--- config.mk ---
export PLATFORM = sky130hd
export DESIGN_NAME = crc_engine_8_16_32
export DESIGN_NICKNAME = d
export VERILOG_FILES = /design/src/hdl/crce_pkg.sv /design/src/hdl/crce_matrix.sv /design/src/hdl/crce_update.sv /design/src/hdl/crc_engine_8_16_32.sv
export SDC_FILE = /design/constraint.sdc
export NUM_CORES = 2
export LEC_CHECK = 0
export BUFFER_PORTS_ARGS = -buffer_cell sky130_fd_sc_hd__buf_2
export CAP_MARGIN = 30
export CORE_MARGIN = 1
export CORE_UTILIZATION = 50
export DETAILED_ROUTE_END_ITERATION = 10
export PLACE_DENSITY = 0.66
export SLEW_MARGIN = 20
export SYNTH_ARGS = -nofsm -noshare
export SYNTH_HDL_FRONTEND = slang
export SYNTH_SLANG_ARGS = --single-unit
--- constraint.sdc ---
create_clock -name clk -period 26.3 [get_ports clk]
set_input_delay 3.945 -clock clk [delete_from_list [all_inputs] [get_ports clk]]
set_output_delay 3.945 -clock clk [all_outputs]
set_load 0.005 [all_outputs]
--- src/hdl/crce_pkg.sv ---
// Shared types, register codes and CRC step functions for the CRC engine.
package crce_pkg;

  localparam int unsigned DATA_W = 32;
  localparam int unsigned CFG_IDX_W = 2;
  localparam int unsigned STEP_W = 6;

  typedef enum logic [CFG_IDX_W-1:0] {
    REG_CRC_WIDTH  = 2'd0,
    REG_POLYNOMIAL = 2'd1,
    REG_SEED       = 2'd2
  } reg_index_t;

  // Width codes; the unused code runs as 32 bits
  localparam logic [1:0] WIDTH_8  = 2'd0;
  localparam logic [1:0] WIDTH_16 = 2'd1;
  localparam logic [1:0] WIDTH_32 = 2'd2;

  localparam logic [DATA_W-1:0] POLY_RESET = 32'h04C1_1DB7;
  localparam logic [DATA_W-1:0] SEED_RESET = 32'h0000_0000;

  // One column of the word-update matrix per input bit
  typedef logic [DATA_W-1:0][DATA_W-1:0] col_array_t;

  typedef struct packed {
    logic [1:0]        crc_width;
    logic [DATA_W-1:0] seed;
    logic              busy;
  } cfg_t;

  function automatic logic [DATA_W-1:0] width_mask(input logic [1:0] code);
    logic [DATA_W-1:0] m;
    unique case (code)
      WIDTH_8:  m = 32'h0000_00FF;
      WIDTH_16: m = 32'h0000_FFFF;
      default:  m = 32'hFFFF_FFFF;
    endcase
    return m;
  endfunction

  function automatic logic [STEP_W-1:0] width_steps(input logic [1:0] code);
    logic [STEP_W-1:0] n;
    unique case (code)
      WIDTH_8:  n = 6'd8;
      WIDTH_16: n = 6'd16;
      default:  n = 6'd32;
    endcase
    return n;
  endfunction

  // One shift with conditional polynomial XOR, masked to the width
  function automatic logic [DATA_W-1:0] crc_bit_step(input logic [DATA_W-1:0] v,
                                                     input logic [DATA_W-1:0] poly,
                                                     input logic [1:0]        code);
    logic              top;
    logic [DATA_W-1:0] m;
    logic [DATA_W-1:0] r;
    m = width_mask(code);
    unique case (code)
      WIDTH_8:  top = v[7];
      WIDTH_16: top = v[15];
      default:  top = v[31];
    endcase
    r = {v[DATA_W-2:0], 1'b0};
    if (top) begin
      r = r ^ poly;
    end
    return r & m;
  endfunction

endpackage

--- src/hdl/crce_matrix.sv ---
// Configuration registers and iterative build of the word-update matrix.
module crce_matrix import crce_pkg::*; (
  input  logic                 clk,
  input  logic                 rst,
  input  logic                 cfg_we,
  input  logic [CFG_IDX_W-1:0] cfg_index,
  input  logic [DATA_W-1:0]    cfg_data,
  output cfg_t                 cfg,
  output col_array_t           cols
);

  logic [1:0]        crc_width;
  logic [DATA_W-1:0] polynomial;
  logic [DATA_W-1:0] seed;
  logic              reload;
  logic              rebuild;
  logic [STEP_W-1:0] steps;
  col_array_t        cols_next;

  // a width or polynomial write restarts the matrix build
  assign rebuild = cfg_we && ((cfg_index == REG_CRC_WIDTH) || (cfg_index == REG_POLYNOMIAL));

  always_ff @(posedge clk) begin
    if (rst) begin
      crc_width  <= WIDTH_32;
      polynomial <= POLY_RESET;
      seed       <= SEED_RESET;
      reload     <= 1'b1;
      steps      <= '0;
    end else begin
      reload <= rebuild;
      if (reload) begin
        steps <= width_steps(crc_width);
      end else if (steps != '0) begin
        steps <= steps - 1'b1;
      end
      if (cfg_we) begin
        unique case (reg_index_t'(cfg_index))
          REG_CRC_WIDTH: begin
            crc_width <= cfg_data[1:0];
          end
          REG_POLYNOMIAL: begin
            polynomial <= cfg_data;
          end
          REG_SEED: begin
            seed <= cfg_data;
          end
          default: begin
          end
        endcase
      end
    end
  end

  always_comb begin
    for (int i = 0; i < DATA_W; i++) begin
      if (reload) begin
        cols_next[i] = (DATA_W'(1) << i) & width_mask(crc_width);
      end else begin
        cols_next[i] = crc_bit_step(cols[i], polynomial & width_mask(crc_width), crc_width);
      end
    end
  end

  always_ff @(posedge clk) begin
    if (reload || (steps != '0)) begin
      cols <= cols_next;
    end
  end

  assign cfg.crc_width = crc_width;
  assign cfg.seed      = seed;
  assign cfg.busy      = reload || (steps != '0);

endmodule

--- src/hdl/crce_update.sv ---
// Input register, matrix word update, CRC state and result register.
module crce_update import crce_pkg::*; (
  input  logic              clk,
  input  logic              rst,
  input  cfg_t              cfg,
  input  col_array_t        cols,
  input  logic              s_tvalid,
  output logic              s_tready,
  input  logic [DATA_W-1:0] s_tdata,
  input  logic              s_tlast,
  input  logic              s_tuser,
  output logic              m_tvalid,
  input  logic              m_tready,
  output logic [DATA_W-1:0] m_tdata
);

  logic              in_valid;
  logic [DATA_W-1:0] in_data;
  logic              in_start;
  logic              in_last;
  logic [DATA_W-1:0] crc_register;
  logic [DATA_W-1:0] crc_next;
  logic [DATA_W-1:0] x;
  logic              out_free;
  logic              in_advance;
  logic              s_xfer;

  assign out_free   = !m_tvalid || m_tready;
  // words without last never wait on the result side
  assign in_advance = in_valid && (!in_last || out_free);
  assign s_tready   = !cfg.busy && (!in_valid || in_advance);
  assign s_xfer     = s_tvalid && s_tready;

  always_comb begin
    x = ((in_start ? cfg.seed : crc_register) ^ in_data) & width_mask(cfg.crc_width);
    crc_next = '0;
    for (int i = 0; i < DATA_W; i++) begin
      if (x[i]) begin
        crc_next = crc_next ^ cols[i];
      end
    end
  end

  always_ff @(posedge clk) begin
    if (rst) begin
      in_valid     <= 1'b0;
      m_tvalid     <= 1'b0;
      crc_register <= '0;
    end else begin
      if (s_xfer) begin
        in_valid <= 1'b1;
      end else if (in_advance) begin
        in_valid <= 1'b0;
      end
      if (in_advance) begin
        crc_register <= crc_next;
      end
      if (in_advance && in_last) begin
        m_tvalid <= 1'b1;
      end else if (m_tready) begin
        m_tvalid <= 1'b0;
      end
    end
  end

  always_ff @(posedge clk) begin
    if (s_xfer) begin
      in_data  <= s_tdata;
      in_start <= s_tuser;
      in_last  <= s_tlast;
    end
    if (in_advance && in_last) begin
      m_tdata <= crc_next;
    end
  end

endmodule

--- src/hdl/crc_engine_8_16_32.sv ---
// Top level of the MSB-first CRC engine with 8, 16 or 32 bit width.
//
//   channel  | direction | handshake          | payload
//   s_*      | in        | s_tvalid/s_tready  | tdata=data_word, tuser=start_req, tlast=last
//   m_*      | out       | m_tvalid/m_tready  | tdata=crc_value
//   cfg_*    | in        | cfg_we             | cfg_index, cfg_data
//
// One word per cycle while no matrix build or stalled result holds the input; a
// last word passes the input register, then the result register. Width and
// polynomial are folded into a per-bit column matrix, built by the matrix unit
// one shift step per cycle. During that build, after reset or after a width or
// polynomial write, s_tready stays low. A stalled result holds only words marked last.
module crc_engine_8_16_32 import crce_pkg::*; (
  input  logic                 clk,
  input  logic                 rst,
  input  logic                 s_tvalid,
  output logic                 s_tready,
  input  logic [DATA_W-1:0]    s_tdata,   // [31:0] data_word
  input  logic                 s_tlast,
  input  logic                 s_tuser,   // [0] start_req
  output logic                 m_tvalid,
  input  logic                 m_tready,
  output logic [DATA_W-1:0]    m_tdata,   // [31:0] crc_value
  input  logic                 cfg_we,
  input  logic [CFG_IDX_W-1:0] cfg_index,
  input  logic [DATA_W-1:0]    cfg_data
);

  cfg_t       cfg;
  col_array_t cols;

  crce_matrix u_matrix (
    .clk       (clk),
    .rst       (rst),
    .cfg_we    (cfg_we),
    .cfg_index (cfg_index),
    .cfg_data  (cfg_data),
    .cfg       (cfg),
    .cols      (cols)
  );

  crce_update u_update (
    .clk      (clk),
    .rst      (rst),
    .cfg      (cfg),
    .cols     (cols),
    .s_tvalid (s_tvalid),
    .s_tready (s_tready),
    .s_tdata  (s_tdata),
    .s_tlast  (s_tlast),
    .s_tuser  (s_tuser),
    .m_tvalid (m_tvalid),
    .m_tready (m_tready),
    .m_tdata  (m_tdata)
  );

endmodule

==> results.md <==
* Final hold vios at 0
* CP Class: in -> out
* Placed insts at roughly 9,000
* Initial Utilization at 0.505
* Tot Pwr at between 7 and 8 mW
* Routability cong. at 0.909
* Sequential-to-total area share from yosys stat at 0.488
* Setup TNS at 0 ns
* CP startpoint: m_tready
* EDFF count, synth at approximately 1,100
* Clock period minus worst slack at approximately 8.6 ns
* Synth top area cells: edfxtp_1 (46%), xor2_1 (10%), xnor2_1 (9.1%)
* Yosys top cell area share at 0.458
* HPWL after DPL at between 150 and 200 mm
* Post-CTS Setup Inserts at 0
* Setup crit start kind: input port
* FFs w/ async S/R, synth at 0
* H-tree depth at 4
* Synthesized cell area at around 70,000 µm²
* Largest net degree at the start of global routing at 230
* Clk root buf: clkbuf_16
* Antenna Nets Post-Route at 0
* CTS tree: yes
* RSZ-0062 raised after global routing: false
* # clock sinks at ~1,200
* Hold Path Class: reg -> reg
* Drt drc at 0
* Outcome: finished, final reports clean
* Crit. End Element: output pin
* CP required at 22.35 ns
* Overflow after GRT at 0
* Die Area at between 100,000 and 150,000 µm²
* Slew headroom at 0.158
* Worst-Skew Late Latency at about 0.80 ns
* Worst Tran Pin Value at 1.26 ns
* Min-delay src: u_matrix.seed[10]
* Cells on worst reg2reg path at 11
* Endpoints failing setup at 0
* Max Clock Freq at 116 MHz
* Peak VDD IR at 0.0000800 V
* Worst hold path stage count at 2
* Post-layout util at 0.553
* Mean Syn Cell Area at 9.68 µm²
* Die Ht at 380 µm
* Fin nets at roughly 7,300
* # hold bufs at CTS at 0
* Pre-antenna DRT Iters at 9
* Layout cell share with drive strength beyond 1 at 0.0806
* Syn nets at 7,453
* Non-filler instance count after layout at slightly above 9,000
* Num CTS Buffers at 138
* Num ports at 107
* Antenna violations before repair at 2
* Global-route wire length before repair at around 350 mm
* Clk buf depth at 3
* Ys Warns at 0
* Antenna Cells at 0
* Synth Register Bits at 1,197
* Area Growth Syn to Fin at 9.59%
* Crit path to: s_tready
* # rows at approximately 140
* First DRT Iteration DRCs at slightly below 8,000
* Reg2Reg Setup Slack at 20.92 ns
* Syn Inst Count at about 7,400
* Pwr/cell area at 99.1 nW/µm²
* Crit share post-route at 0.327
* Setup Skew at 0.0288 ns
* Clk slew on worst S/H paths at roughly 0.06 ns
* Worst Path Max Fanout at 3
* Synth Flop Type: edfxtp_1
* Die W at approximately 380 µm
* # port buffers at 106
* Top-count cell post-synth: nand2_1
* Commonest cells post-synth: nand2_1 (1,170), edfxtp_1 (1,090), nor2_1 (849)
* Routed wire length at about 240 mm
* Cell taking the most area after synthesis: edfxtp_1
* Reg2reg start: u_matrix.steps[0]
* Leakage Power at approximately 28 nW
* Vias/cell at 6.01
* Core box area at 142,000 µm²
* Total Routing Usage GR at 0.321
* R2R Path End: u_matrix.cols[944]
* Yosys cell types at slightly below 50
* Vias in the first global route at between 50,000 and 60,000
* Post-cts repair resize count at 0
* Critical Path AT at about 4.7 ns
* Wire per inst at 25.7 µm
* DR vias at between 50,000 and 60,000
* Max Cap Viol at 0
* Max Transition Viols Final at 0
==> routing by layer <==
metal / track usage / vias up / share of wire
li1: - / 24500 / -
met1: 0.437 / 27200 / 0.38
met4: 0.156 / 0 / 0.053
met3: 0.0682 / 537 / 0.12
met2: 0.489 / 3153 / 0.45
met5: 0 / - / 0
==> state kept, by name, summed over array words and instances, names as in the netlist <==
name,count
u_matrix.cols,1024
u_matrix.crc_width,2
u_matrix.polynomial,32
u_matrix.reload,1
u_matrix.seed,32
u_matrix.steps,6
u_update.crc_register,32
u_update.in_data,32
u_update.in_last,1
u_update.in_start,1
u_update.in_valid,1
u_update.m_tdata,32
u_update.m_tvalid,1
==> worst max-delay path, cell delays in order <==
cell and delay [ns]:
buf_2 0.10, nor2b_1 0.20, and3_1 0.21, nor2_1 0.05
buf_2 0.17
==> layout make-up <==
class	instances	area, µm²
clock buffer	181	3830
clock inverter	63	477
fill	12300	63300
inverter	38	150
multi-input combinational	5559	34400
sequential	1197	34900
tap	1890	2360
timing repair buffer	285	2200
==> how the worst min path moves through the flow <==
stage                                endpoint  slack (ns)
global placement            u_matrix.seed[28]        0.44
CTS                         u_matrix.seed[10]        0.45
detailed placement          u_matrix.seed[10]        0.45
global route                u_matrix.seed[10]        0.47
floorplan           u_update.crc_register[10]        0.44
finish                      u_matrix.seed[10]        0.46
==> cells by family after synthesis <==
kind of cell,synth area share
and+or+nand+nor,0.191
xor gates and xnor gates,0.222
DFF,0.488
buffers and inverters,0.0374
AOI/OAI and AO/OA,0.0506
adders and majority gates,0.000175
muxes,0.0109
==> power breakdown <==
part / internal (mW) / total [mW] / switching [mW] / leakage (nW)
Sequential: 2.59 / 2.92 / 0.328 / 13.0
Clock: 1.07 / 1.90 / 0.825 / 2.11
Combinational: 1.07 / 2.94 / 1.87 / 13.3
==> cell usage in the layout (no fill, tap or decap), types with 25 or more instances in the layout <==
master | synthesis | routed
clkbuf_1 | 409 | 30
buf_2 | 71 | 107
nand2_1 | 1170 | 1164
a21oi_1 | 336 | 336
buf_4 | 16 | 159
xor2_1 | 845 | 845
nand3_1 | 738 | 738
nand2b_1 | 45 | 43
nor2_1 | 849 | 815
mux2i_1 | 54 | 53
edfxtp_1 | 1090 | 1090
nor3_1 | 34 | 34
clkbuf_16 | 0 | 146
o21ai_0 | 251 | 251
inv_1 | 38 | 36
or3_1 | 249 | 249
xnor2_1 | 741 | 721
xnor3_1 | 75 | 75
dfxtp_1 | 107 | 105
o22ai_1 | 32 | 25
==> stage by stage <==
stage               setup slack, ns  hold WS (ns)  area [µm²]
finish                        17.69         0.457       78300
global placement              17.70         0.441       73500
detailed placement            17.69         0.446       73800
CTS                           17.69         0.455       78100
global route                  17.64         0.474       78300
floorplan                     0.357         0.436       71400
Power figures use the tool's default switching activity.
